===== config.mk =====
export PLATFORM = sky130hd
export DESIGN_NAME = sample_word_deinterleaver_top
export DESIGN_NICKNAME = d
export VERILOG_FILES = /design/src/swd_pkg.sv /design/src/swd_front.sv /design/src/swd_fifo.sv /design/src/swd_back.sv /design/src/sample_word_deinterleaver_top.sv
export SDC_FILE = /design/constraint.sdc
export NUM_CORES = 1
export LEC_CHECK = 0
export BUFFER_PORTS_ARGS = -buffer_cell sky130_fd_sc_hd__buf_2
export CAP_MARGIN = 20
export CELL_PAD_IN_SITES_DETAIL_PLACEMENT = 1
export CELL_PAD_IN_SITES_GLOBAL_PLACEMENT = 2
export CORE_MARGIN = 3
export CORE_UTILIZATION = 49
export CTS_CLUSTER_SIZE = 10
export DETAILED_ROUTE_END_ITERATION = 7
export PLACE_DENSITY_LB_ADDON = 0.1
export REMOVE_ABC_BUFFERS = 1
export SYNTH_ARGS = -nofsm -noshare
export SYNTH_HDL_FRONTEND = slang
export SYNTH_SLANG_ARGS = --single-unit

===== constraint.sdc =====
create_clock -name clk -period 9.8 [get_ports clk]
set_input_delay 1.47 -clock clk [delete_from_list [all_inputs] [get_ports clk]]
set_output_delay 1.47 -clock clk [all_outputs]
set_load 0.005 [all_outputs]

===== src/swd_pkg.sv =====
// ----------------------------------------------------------------------------
// swd_pkg
// Shared types, constants and lookup tables for the sample word deinterleaver.
// ----------------------------------------------------------------------------
package swd_pkg;

  // group geometry
  localparam int GROUP_WORDS        = 6;
  localparam int STORE_WORDS        = GROUP_WORDS - 1;
  localparam int GROUP_SAMPLES      = 16;
  localparam int SAMPLE_W           = 12;
  localparam int GROUP_BITS         = 32 * GROUP_WORDS;
  localparam int CHANNELS_PER_FIBER = 8;
  localparam int CHAN_W             = $clog2(CHANNELS_PER_FIBER);

  // output field widths
  localparam int FIBER_W  = 5;
  localparam int CIDX_W   = FIBER_W + CHAN_W;
  localparam int SIDX_W   = 5;
  localparam int M_W      = $clog2(GROUP_SAMPLES);

  // word kind codes
  localparam logic KIND_HEADER = 1'b0;
  localparam logic KIND_DATA   = 1'b1;

  typedef struct packed {
    logic        kind;
    logic [31:0] word;
  } in_t;

  typedef struct packed {
    logic [FIBER_W-1:0]  fiber;
    logic [CHAN_W-1:0]   channel;
    logic [CIDX_W-1:0]   channel_index;
    logic [SIDX_W-1:0]   sample_index;
    logic [SAMPLE_W-1:0] sample_value;
    logic                last_of_group;
  } out_t;

  // one complete group handed from front to back
  typedef struct packed {
    logic [GROUP_BITS-1:0] grp;
    logic [FIBER_W-2:0]    pair_lo;
    logic [SIDX_W-1:0]     sample_index;
  } job_t;

  // queue status seen by both sides
  typedef struct packed {
    logic full;
    logic empty;
  } fifo_stat_t;

  // fiber offset within the pair for sample m of a group
  function automatic logic fiber_sel(input logic [M_W-1:0] m);
    logic r;
    case (m)
      4'd2, 4'd3, 4'd6, 4'd7, 4'd10, 4'd11, 4'd14, 4'd15: r = 1'b1;
      default: r = 1'b0;
    endcase
    return r;
  endfunction

  // converter channel for sample m of a group
  function automatic logic [CHAN_W-1:0] chan_sel(input logic [M_W-1:0] m);
    logic [CHAN_W-1:0] r;
    case (m)
      4'd0, 4'd2:   r = 3'd1;
      4'd1, 4'd3:   r = 3'd0;
      4'd4, 4'd6:   r = 3'd3;
      4'd5, 4'd7:   r = 3'd2;
      4'd8, 4'd10:  r = 3'd5;
      4'd9, 4'd11:  r = 3'd4;
      4'd12, 4'd14: r = 3'd7;
      default:      r = 3'd6;
    endcase
    return r;
  endfunction

endpackage


===== src/swd_front.sv =====
// ----------------------------------------------------------------------------
// swd_front
// Accepts header and data words, keeps the counters and collects six data
// words into one group request for the back end.
// ----------------------------------------------------------------------------
module swd_front import swd_pkg::*; #(
  parameter int FIBERS      = 20,
  parameter int MAX_SAMPLES = 32
) (
  input  logic       clk,
  input  logic       rst_n,
  input  logic       in_valid,
  output logic       in_ready,
  input  in_t        in_data,
  input  fifo_stat_t q_stat,
  output logic       push,
  output job_t       push_job
);

  localparam int PAIRS = FIBERS / 2;
  localparam int SPW   = $clog2(MAX_SAMPLES + 1);
  localparam int PRW   = $clog2(PAIRS + 1);
  localparam int FXW   = (PRW + 1 > FIBER_W) ? PRW + 1 : FIBER_W;
  localparam int SXW   = (SPW > SIDX_W) ? SPW : SIDX_W;

  logic [SPW-1:0] spc_r, spc_nxt;
  logic [SPW-1:0] sc_r, sc_nxt;
  logic [PRW-1:0] pair_r, pair_nxt;
  logic [2:0]     pos_r, pos_nxt;
  logic [31:0]    store_r [STORE_WORDS];

  logic           acc;
  logic           active;
  logic [FXW-1:0] fib_ext;
  logic [SXW-1:0] sidx_ext;

  assign in_ready = !q_stat.full;
  assign acc      = in_valid && in_ready;
  assign active   = (spc_r != '0) && (pair_r < PRW'(PAIRS));
  assign push     = acc && (in_data.kind == KIND_DATA) && active &&
                    (pos_r == 3'(STORE_WORDS));

  // group request payload
  assign fib_ext  = FXW'({pair_r, 1'b0});
  assign sidx_ext = SXW'(sc_r);
  always_comb begin
    push_job.grp          = {store_r[0], store_r[1], store_r[2], store_r[3],
                             store_r[4], in_data.word};
    push_job.pair_lo      = fib_ext[FIBER_W-1:1];
    push_job.sample_index = sidx_ext[SIDX_W-1:0];
  end

  // counter updates
  always_comb begin
    spc_nxt  = spc_r;
    sc_nxt   = sc_r;
    pair_nxt = pair_r;
    pos_nxt  = pos_r;
    if (acc) begin
      if (in_data.kind == KIND_HEADER) begin
        spc_nxt  = (in_data.word > 32'(MAX_SAMPLES)) ? SPW'(MAX_SAMPLES)
                                                     : in_data.word[SPW-1:0];
        sc_nxt   = '0;
        pair_nxt = '0;
        pos_nxt  = '0;
      end else if (active) begin
        if (pos_r < 3'(STORE_WORDS)) begin
          pos_nxt = pos_r + 3'd1;
        end else begin
          pos_nxt = '0;
          if (sc_r + SPW'(1) >= spc_r) begin
            sc_nxt   = '0;
            pair_nxt = pair_r + PRW'(1);
          end else begin
            sc_nxt = sc_r + SPW'(1);
          end
        end
      end
    end
  end

  always_ff @(posedge clk) begin
    if (!rst_n) begin
      spc_r  <= '0;
      sc_r   <= '0;
      pair_r <= '0;
      pos_r  <= '0;
    end else begin
      spc_r  <= spc_nxt;
      sc_r   <= sc_nxt;
      pair_r <= pair_nxt;
      pos_r  <= pos_nxt;
    end
  end

  // word store, no reset
  always_ff @(posedge clk) begin
    if (acc && (in_data.kind == KIND_DATA) && active &&
        (pos_r < 3'(STORE_WORDS))) begin
      store_r[pos_r] <= in_data.word;
    end
  end

`ifndef NO_ASSERTIONS
  a_pos_range: assert property (@(posedge clk) disable iff (!rst_n)
    pos_r <= 3'(STORE_WORDS))
    else $error("word position out of range");
  a_sc_below: assert property (@(posedge clk) disable iff (!rst_n)
    (spc_r != '0) |-> (sc_r < spc_r))
    else $error("sample counter reached count");
  a_header_clears: assert property (@(posedge clk) disable iff (!rst_n)
    (acc && in_data.kind == KIND_HEADER) |=> (pos_r == '0 && pair_r == '0))
    else $error("header did not clear counters");
`endif

endmodule


===== src/swd_fifo.sv =====
// ----------------------------------------------------------------------------
// swd_fifo
// Two-entry queue of group requests between front and back end.
// ----------------------------------------------------------------------------
module swd_fifo import swd_pkg::*; (
  input  logic       clk,
  input  logic       rst_n,
  input  logic       push,
  input  job_t       push_job,
  input  logic       pop,
  output job_t       pop_job,
  output fifo_stat_t stat
);

  job_t       mem_r [2];
  logic       wr_r, wr_nxt;
  logic       rd_r, rd_nxt;
  logic [1:0] cnt_r, cnt_nxt;
  logic       do_push, do_pop;

  assign stat.full  = (cnt_r == 2'd2);
  assign stat.empty = (cnt_r == 2'd0);
  assign do_push    = push && !stat.full;
  assign do_pop     = pop && !stat.empty;
  assign pop_job    = mem_r[rd_r];

  // pointer and count update
  always_comb begin
    wr_nxt  = wr_r ^ do_push;
    rd_nxt  = rd_r ^ do_pop;
    cnt_nxt = cnt_r + 2'(do_push) - 2'(do_pop);
  end

  always_ff @(posedge clk) begin
    if (!rst_n) begin
      wr_r  <= 1'b0;
      rd_r  <= 1'b0;
      cnt_r <= 2'd0;
    end else begin
      wr_r  <= wr_nxt;
      rd_r  <= rd_nxt;
      cnt_r <= cnt_nxt;
    end
  end

  // entry storage
  always_ff @(posedge clk) begin
    if (do_push) begin
      mem_r[wr_r] <= push_job;
    end
  end

`ifndef NO_ASSERTIONS
  a_cnt_range: assert property (@(posedge clk) disable iff (!rst_n)
    cnt_r <= 2'd2)
    else $error("queue count overflow");
  a_ptr_match: assert property (@(posedge clk) disable iff (!rst_n)
    (cnt_r == 2'd0 || cnt_r == 2'd2) |-> (wr_r == rd_r))
    else $error("queue pointers disagree with count");
  a_no_push_full: assert property (@(posedge clk) disable iff (!rst_n)
    stat.full |-> !push)
    else $error("push into full queue");
`endif

endmodule


===== src/swd_back.sv =====
// ----------------------------------------------------------------------------
// swd_back
// Takes one group at a time from the queue and sends its sixteen samples,
// one per cycle while out_ready allows, through a registered output stage.
// ----------------------------------------------------------------------------
module swd_back import swd_pkg::*; (
  input  logic       clk,
  input  logic       rst_n,
  input  fifo_stat_t q_stat,
  input  job_t       pop_job,
  output logic       pop,
  output logic       out_valid,
  input  logic       out_ready,
  output out_t       out_data
);

  job_t           cur_r;
  logic           busy_r, busy_nxt;
  logic [M_W-1:0] m_r, m_nxt;
  logic           out_valid_r, out_valid_nxt;
  out_t           out_r;

  logic           adv;
  logic           last;
  logic           load;
  logic [7:0]     base;
  out_t           smp;

  assign adv  = busy_r && (!out_valid_r || out_ready);
  assign last = (m_r == M_W'(GROUP_SAMPLES - 1));
  assign pop  = !busy_r || (adv && last);
  assign load = pop && !q_stat.empty;

  // sample m sits at group bits 191-12m down to 180-12m
  assign base = {1'b0, ~m_r, 3'b000} + {2'b00, ~m_r, 2'b00};

  always_comb begin
    smp.fiber         = {cur_r.pair_lo, fiber_sel(m_r)};
    smp.channel       = chan_sel(m_r);
    smp.channel_index = {smp.fiber, smp.channel};
    smp.sample_index  = cur_r.sample_index;
    smp.sample_value  = cur_r.grp[base +: SAMPLE_W];
    smp.last_of_group = last;
  end

  // sequencing
  always_comb begin
    busy_nxt      = busy_r;
    m_nxt         = m_r;
    out_valid_nxt = out_valid_r;
    if (adv) begin
      m_nxt         = m_r + M_W'(1);
      out_valid_nxt = 1'b1;
      if (last) begin
        busy_nxt = 1'b0;
      end
    end else if (out_ready) begin
      out_valid_nxt = 1'b0;
    end
    if (load) begin
      busy_nxt = 1'b1;
      m_nxt    = '0;
    end
  end

  always_ff @(posedge clk) begin
    if (!rst_n) begin
      busy_r      <= 1'b0;
      m_r         <= '0;
      out_valid_r <= 1'b0;
    end else begin
      busy_r      <= busy_nxt;
      m_r         <= m_nxt;
      out_valid_r <= out_valid_nxt;
    end
  end

  // payload registers
  always_ff @(posedge clk) begin
    if (load) begin
      cur_r <= pop_job;
    end
    if (adv) begin
      out_r <= smp;
    end
  end

  assign out_valid = out_valid_r;
  assign out_data  = out_r;

`ifndef NO_ASSERTIONS
  a_idle_m_zero: assert property (@(posedge clk) disable iff (!rst_n)
    !busy_r |-> (m_r == '0))
    else $error("sample index moved while idle");
  a_last_ends: assert property (@(posedge clk) disable iff (!rst_n)
    (adv && last && q_stat.empty) |=> !busy_r)
    else $error("group did not end after sixteenth sample");
  a_last_flag: assert property (@(posedge clk) disable iff (!rst_n)
    (adv && last) |=> (out_valid && out_data.last_of_group))
    else $error("last sample not flagged");
`endif

endmodule


===== src/sample_word_deinterleaver_top.sv =====
// ----------------------------------------------------------------------------
// sample_word_deinterleaver_top
// Unpacks 32-bit fragment words into 12-bit samples with fiber, channel and
// sample position; six data words make one group of sixteen samples.
// ----------------------------------------------------------------------------
//  channel | ports                         | payload
//  --------+-------------------------------+--------------------------------
//  input   | in_valid, in_ready, in_data   | in_t  : kind, word
//  output  | out_valid, out_ready, out_data| out_t : fiber .. last_of_group
//
//  a word is taken whenever in_valid and in_ready are both high
//  a completed group goes to a two-entry queue; the back end sends one sample
//  per cycle while out_ready allows, sixteen samples for each six-word group
//  the output register rate is set by the single sample extraction unit and
//  by out_ready; in_ready drops only while the queue holds two groups
//  synchronous active-low reset clears counters, queue and output valid
// ----------------------------------------------------------------------------
module sample_word_deinterleaver_top import swd_pkg::*; #(
  parameter int FIBERS      = 20,
  parameter int MAX_SAMPLES = 32
) (
  input  logic clk,
  input  logic rst_n,
  input  logic in_valid,
  output logic in_ready,
  input  in_t  in_data,
  output logic out_valid,
  input  logic out_ready,
  output out_t out_data
);

  fifo_stat_t q_stat;
  logic       push;
  logic       pop;
  job_t       push_job;
  job_t       pop_job;

  // request intake and grouping
  swd_front #(
    .FIBERS      (FIBERS),
    .MAX_SAMPLES (MAX_SAMPLES)
  ) u_front (
    .clk      (clk),
    .rst_n    (rst_n),
    .in_valid (in_valid),
    .in_ready (in_ready),
    .in_data  (in_data),
    .q_stat   (q_stat),
    .push     (push),
    .push_job (push_job)
  );

  // group queue
  swd_fifo u_fifo (
    .clk      (clk),
    .rst_n    (rst_n),
    .push     (push),
    .push_job (push_job),
    .pop      (pop),
    .pop_job  (pop_job),
    .stat     (q_stat)
  );

  // sample emission
  swd_back u_back (
    .clk       (clk),
    .rst_n     (rst_n),
    .q_stat    (q_stat),
    .pop_job   (pop_job),
    .pop       (pop),
    .out_valid (out_valid),
    .out_ready (out_ready),
    .out_data  (out_data)
  );

endmodule

# [Yosys cells after proc, flatten, opt, wreduce, memory -nomap -nowiden]
# Memory sizes are Yosys's and may differ from the RTL's. A register that Yosys moved wholly into a read port is not among the register bits.
# Cells that the tools add are included.
[word_totals] regBits=63 latchBits=0 ramBits=562 rom_bits=64 input_bits=37 output_inout_bits=36 word_cells=95 mem_count=4
[op_classes] addsub=7 mul=0 div_mod_pow=0 magnitude_cmp=4 eq_ne=6 shifts=1 mux=25 bitwise_logic=5 reduce_logical=27
[memory_table] name="u_fifo.mem_r" depth=2 width=201 read_ports=1 rd_ports_with_merged_regs=1 write_ports=1 line_no="swd_fifo.sv:15" text="job_t mem_r [2];"
[memory_table] name="u_front.store_r" depth=5 width=32 read_ports=5 rd_ports_with_merged_regs=0 write_ports=1 line_no="swd_front.sv:30" text="logic [31:0] store_r [STORE_WORDS];"
[memory_table] name="(no name shown)" depth=16 width=3 read_ports=1 rd_ports_with_merged_regs=1 write_ports=0 line_no="swd_pkg.sv:66" text="case (m)"
[memory_table] name="(no name shown)" depth=16 width=1 read_ports=1 rd_ports_with_merged_regs=1 write_ports=0 line_no="swd_pkg.sv:56" text="case (m)"
[op_table] cell="$shiftx 192x9->12" count=1
[op_table] cell="$gt 32x6->1 const B" count=1
[op_table] cell="$mux 4" count=8
[op_table] cell="$mux 6" count=5
[op_table] cell="$logic_and 1x1->1" count=10
[op_table] cell="$mux 1" count=9
[op_table] cell="$mux 3" count=3
[op_table] cell="$add 4x1->4 const B" count=2
[op_table] cell="$add 7x6->8" count=1
[op_table] cell="$add 6x1->6 const B" count=1
[op_table] cell="$ge 6x6->1" count=1
[op_table] cell="$reduce_and 2->1" count=3
[op_table] cell="$reduce_bool 2->1" count=3
[op_table] cell="$reduce_bool 6->1" count=1
[op_table] cell="$eq 4x4->1 const B" count=1
[op_table] cell="$logic_not 1->1" count=4
[op_table] cell="$lt 4x4->1 const B" count=1
[op_table] cell="$ne 2x1->1 const B" count=2
[op_table] cell="$not 4->4" count=1
[op_table] cell="$reduce_and 4->1" count=1
[op_table] cell="$add 3x1->3 const B" count=1
[op_table] cell="$eq 3x3->1 const B" count=1
[op_table] cell="$lt 3x3->1 const B" count=1
[op_table] cell="$reduce_and 3->1" count=1
[op_table] cell="other kinds (9)" count=12

# [Depth between registers and ports, before layout]
[depth] depth_word=9 ltp_mapped=17 mapped_depth_nobuf=11

# [Modules after synthesis]
# A second synthesis with hierarchy kept.
[unflattened] cells_unflattened=1763 hier_area_um2=33291.9
[modules_own_cells] module="swd_fifo" instances=1 cells_each=650 area_each_um2=14836.7 seq_area_each_um2=12171.7
[modules_own_cells] module="swd_back" instances=1 cells_each=764 area_each_um2=12127.9 seq_area_each_um2=7016.7
[modules_own_cells] module="swd_front" instances=1 cells_each=349 area_each_um2=6327.3 seq_area_each_um2=5185.0

# [Worst setup path before layout]
# OpenSTA, ideal clock, no wires.
[synth_path] path_type="input port to flip-flop" startpoint="input in_valid" endpoint="memory u_fifo.mem_r[1][0] in the netlist's numbering, enable pin" setup_time_ns=0.587 arrival_ns=6.679 required_ns=9.213 slack_ns=2.534 path_stages=4 n_path_buf=0 path_cell_list="and3_1 -> nand3_1 -> nor2_1 -> ha_1"
[synth_via] elab_chain_cells=7
[synth_lines] item="start, declared" line_no="sample_word_deinterleaver_top.sv:24" text="input logic in_valid,"
[synth_lines] item="$logic_and 1x1->1" line_no="swd_front.sv:38" text="assign acc = in_valid && in_ready;"
[synth_lines] item="$logic_and 1x1->1 (3 in series)" line_no="swd_front.sv:40" text="assign push = acc && (in_data.kind == KIND_DATA) && active &&"
[synth_lines] item="$logic_and 1x1->1" line_no="swd_fifo.sv:23" text="assign do_push = push && !stat.full;"
[synth_lines] item="$mux 1" line_no="swd_fifo.sv:48" text="if (do_push) begin"
[synth_lines] item="$mux 1 (not written as such)" line_no="swd_fifo.sv:49" text="mem_r[wr_r] <= push_job;"
[synth_lines] item="end, declared" line_no="swd_fifo.sv:15"
# Every way passes these cells.

==> implementation parameters <==
Parameter                              Value

Timing
  Fmax ... 199.2 MHz
  Part of the cycle the worst path needs ... 51.23%
  Final count of negative-setup-slack endpoints ... 0
  Worst setup skew after layout ... 0.01685 ns
  Crit path time final ... 5.021 ns
  Fin Hold WS ... 0.4062 ns
  Slew of the pin with the lowest slew margin ... 1.121 ns
  Number of max-slew violations in the final report ... 0
  Final count of hold timing violations ... 0
  Setup TNS ... 0 ns
  RSZ-0062 raised after global routing ... false
  Relative slew slack ... 24.96%

Global routing
  Global-route wire length before repair ... 111500 um
  Maximum number of pins on one net before global-route repair ... 108
  All-layer global routing usage ... 21.77%
  Total congestion overflow after global routing ... 0
  Initial antenna violation count ... 2
  Number of global-route vias before repair ... 16919

Clock tree
  TritonCTS Sinks ... 822
  Number of H-tree levels ... 3
  Worst skew pair latency ... 0.65 ns
  Clock root buffer ... clkbuf_16
  Clk pin slew, worst setup/hold paths ... 0.06 ns
  TritonCTS Buffers ... 94
  Maximum clock path buffer count ... 3
  Number of buffers inserted for hold repair after clock tree synthesis ... 0
  Count of instances resized after the clock tree is built ... 0
  Post-CTS Setup Bufs ... 0
  TritonCTS clock tree ... done

Synth
  Async SR Flop Fraction ... 0%
  Count of mapped cells out of synthesis ... 1689
  Post-synth top area share ... 73.30%
  YS warnings ... 0
  Mapped cell area ... 0.03232 sq mm
  Most area-consuming cells after synthesis ... edfxtp_1, mux2_2, mux4_2
  Fraction of the yosys area taken by sequential cells ... 75.34%
  EDFF count, synth ... 789
  Post-Synthesis Mean Instance Area ... 19.14 sq um
  Main flop type after synthesis ... edfxtp_1
  Post-synthesis cell type count ... 53
  Most common cell in the synthesized netlist ... edfxtp_1
  FF+latch count, synth ... 822
  Cell type with the largest total area after synthesis ... edfxtp_1
  Most numerous cell types in the synthesized netlist ... edfxtp_1, mux2_2, mux2i_1

Floorplanning
  Ports placed on the boundary ... 73
  Chip height ... 262.8 um
  Total die area ... 0.06908 sq mm
  Area of the placeable core ... 0.06481 sq mm
  Site row count ... 93
  Initial Util ... 49.87%
  Die outline width ... 262.8 um

Setup path
  Terminus of the critical flop-to-flop path ... u_back.out_data[7]$_DFFE_PP_
  Category of the most critical setup path ... register to register
  Maximum net fanout on the critical path ... 67
  Reg2reg start ... u_back.m_r[0]$_SDFFE_PP0P_
  Depth of the most critical reg-to-reg path ... 9
  Element type at the critical path start ... register
  Critical Path End Type ... register
  Arrival time at the worst endpoint ... 5.41 ns
  Worst EP required ... 10.19 ns
  Worst reg-to-reg setup slack ... 4.78 ns

Final layout
  Fraction of final layout cells sized beyond drive strength 1 ... 27.81%
  Total inserted antenna cells ... 0
  Total of fill cells in the finished design ... 5587
  Area growth from synthesis to final layout ... 12.45%
  Multi-input gate area in the final layout ... 0.007555 sq mm
  Seq. cell area ... 0.02436 sq mm
  Final-stage net count ... 1853

Job
  Max-capacitance violation count ... 0

Routing
  Detail Route Antenna Nets ... 0
  Remaining design rule violation count ... 0
  Vias per cell ... 5.852
  Detailed router's first-iteration violation count ... 1404
  Overall via count from detail_route ... 15776
  Pre-Repair DR Iteration Count ... 5
  Post-detailed-routing wire length ... 74750 um
  Per-cell routed wire length ... 27.73 um

Power and ir drop
  Worst-case vdd ir drop ... 0.1973 mV
  Power dissipated by switching net loads ... 2.842 mW
  Part of the total power dissipated in sequential elements ... 46.4%
  Cell Int Power ... 7.202 mW
  Combinational group share of total power ... 22.3%
  PD cells ... 276.3 mW/mm^2
  Proportion of total power due to net switching ... 28.30%
  Portion of total power attributed to the clock network ... 31.3%
  Leakage power summed over all cells ... 11.60 nW

Worst hold path
  Instance count along the most critical hold path ... 0
  Worst hold start ... u_back.smp[18]$_DFF_P_
  Worst Hold Class ... register to register
  Hold path endpoint ... u_back.out_data[18]$_DFFE_PP_

Placed design
  Detailed placement HPWL ... 44940 um
  Gpl congestion ... 0.7954
  PortBufs ... 72

Status
  Status ... finished, final reports clean
[sequential cells by signal, summed over array words and instances (netlist names), 3 cells and up]
name	cells
u_back.cur_r	201
u_back.out_data	26
u_front.pair_r	4
u_front.spc_r	6
u_front.store_r	160
u_front.sc_r	6
u_front.pos_r	3
u_fifo.mem_r	402
u_back.smp	4
u_back.m_r	4
[metal layers]
metal / vias to the layer above / GRT usage [%] / share of wire [%]
met5: - / 0 / 0
li1: 6956 / - / -
met1: 8356 / 30.44 / 45
met2: 334 / 36.15 / 50
met3: 130 / 3.005 / 3.3
met4: 0 / 6.184 / 2.5
[cell families (layout without fill, tap and decap cells)]
family,after synthesis,after routing,synth area share [%]
XOR/XNOR,15,15,0.4064
AND/OR/NAND/NOR,178,178,2.675
AO/OA/AOI/OAI,157,157,3.279
flip-flops,822,822,75.34
adder cells (fa/ha/maj),22,22,0.8748
multiplexers,385,385,15.84
buffers and inverters,110,262,1.579
[cell usage in the layout, fill, tap and decap left out, types with 4 or more instances in the layout]
| master | netlist | layout |
|---|---|---|
| a21oi_1 | 30 | 30 |
| o211ai_1 | 8 | 8 |
| a22o_1 | 4 | 4 |
| clkinv_1 | 1 | 5 |
| ha_1 | 21 | 18 |
| o22ai_1 | 11 | 11 |
| nand2b_1 | 4 | 4 |
| and3_1 | 6 | 4 |
| nor2_1 | 55 | 55 |
| xor2_1 | 5 | 4 |
| clkbuf_1 | 35 | 35 |
| nor3_1 | 4 | 4 |
| mux2_2 | 213 | 213 |
| dfxtp_1 | 33 | 31 |
| mux2i_1 | 92 | 92 |
| a211oi_1 | 40 | 40 |
| buf_4 | 16 | 22 |
| xnor2_1 | 10 | 9 |
| buf_2 | 30 | 72 |
| or3_1 | 6 | 6 |
| nand3_1 | 10 | 10 |
| nor2b_1 | 20 | 19 |
| inv_1 | 21 | 19 |
| o21ai_0 | 23 | 23 |
| edfxtp_1 | 789 | 789 |
| nand2_1 | 45 | 45 |
| or4_1 | 8 | 8 |
| a22oi_1 | 13 | 13 |
| mux4_2 | 80 | 80 |
| a31oi_1 | 6 | 6 |
| clkbuf_16 | 0 | 94 |
| nor4_1 | 9 | 7 |
[through the flow]
stage / cell area [sq um] / worst slack [ns] / std cells / utilization, % / power (mW)
finish: 36350 / 4.779 / 2696 / 56.08 / 10.04
global route: 36350 / 4.400 / 2696 / 56.08 / 10.50
CTS: 36350 / 4.696 / 2696 / 56.08 / 10.16
detailed placement: 33640 / 4.696 / 2553 / 51.91 / 6.998
global placement: 33640 / 4.764 / 2553 / 51.91 / 6.953
floorplan: 31900 / -1.941 / 1602 / - / 6.580
[worst max-delay path by stage]
| stage | startpoint | end | slack, ns | depth (start not counted) |
|---|---|---|---|---|
| 6_report | u_back.m_r[0]$_SDFFE_PP0P_ | u_back.out_data[7]$_DFFE_PP_ | 4.78 | 9 |
| 2_1_floorplan | u_back.m_r[0]$_SDFFE_PP0P_ | u_back.out_data[7]$_DFFE_PP_ | -1.94 | 7 |
| 5_1_grt | u_back.m_r[0]$_SDFFE_PP0P_ | u_back.out_data[7]$_DFFE_PP_ | 4.40 | 9 |
| 3_3_place_gp | u_back.m_r[0]$_SDFFE_PP0P_ | u_back.out_data[7]$_DFFE_PP_ | 4.76 | 9 |
| 3_5_place_dp | u_back.m_r[0]$_SDFFE_PP0P_ | u_back.out_data[7]$_DFFE_PP_ | 4.70 | 9 |
| 4_1_cts | u_back.m_r[0]$_SDFFE_PP0P_ | u_back.out_data[7]$_DFFE_PP_ | 4.70 | 9 |
[cell type report]
| type | instances | area share, % |
|---|---|---|
| sequential | 822 | 67.02 |
| tap | 855 | 2.943 |
| clock inverter | 12 | 0.5267 |
| timing repair buffer | 96 | 1.556 |
| inverter | 23 | 0.2582 |
| multi-input combinational | 757 | 20.78 |
| clock buffer | 131 | 6.909 |
[worst max-delay path: stages, from the launching register on]
cell and delay, ns:
dfxtp_4 0.80, clkinv_1 0.15, buf_4 0.35, ha_4 1.02, buf_4 0.87, nor2_1 0.35, a221o_1 0.44, o21ai_0 0.09
a211oi_1 0.10, or4_1 0.54
[power groups by stage]
stage / registers, mW / logic [mW] / clock network (mW)
floorplan: 4.72 / 1.86 / 0
global placement: 4.73 / 2.23 / 0
detailed placement: 4.73 / 2.27 / 0
CTS: 4.67 / 2.28 / 3.21
global route: 4.70 / 2.45 / 3.35
finish: 4.66 / 2.24 / 3.14
Power figures use the tool's default switching activity.
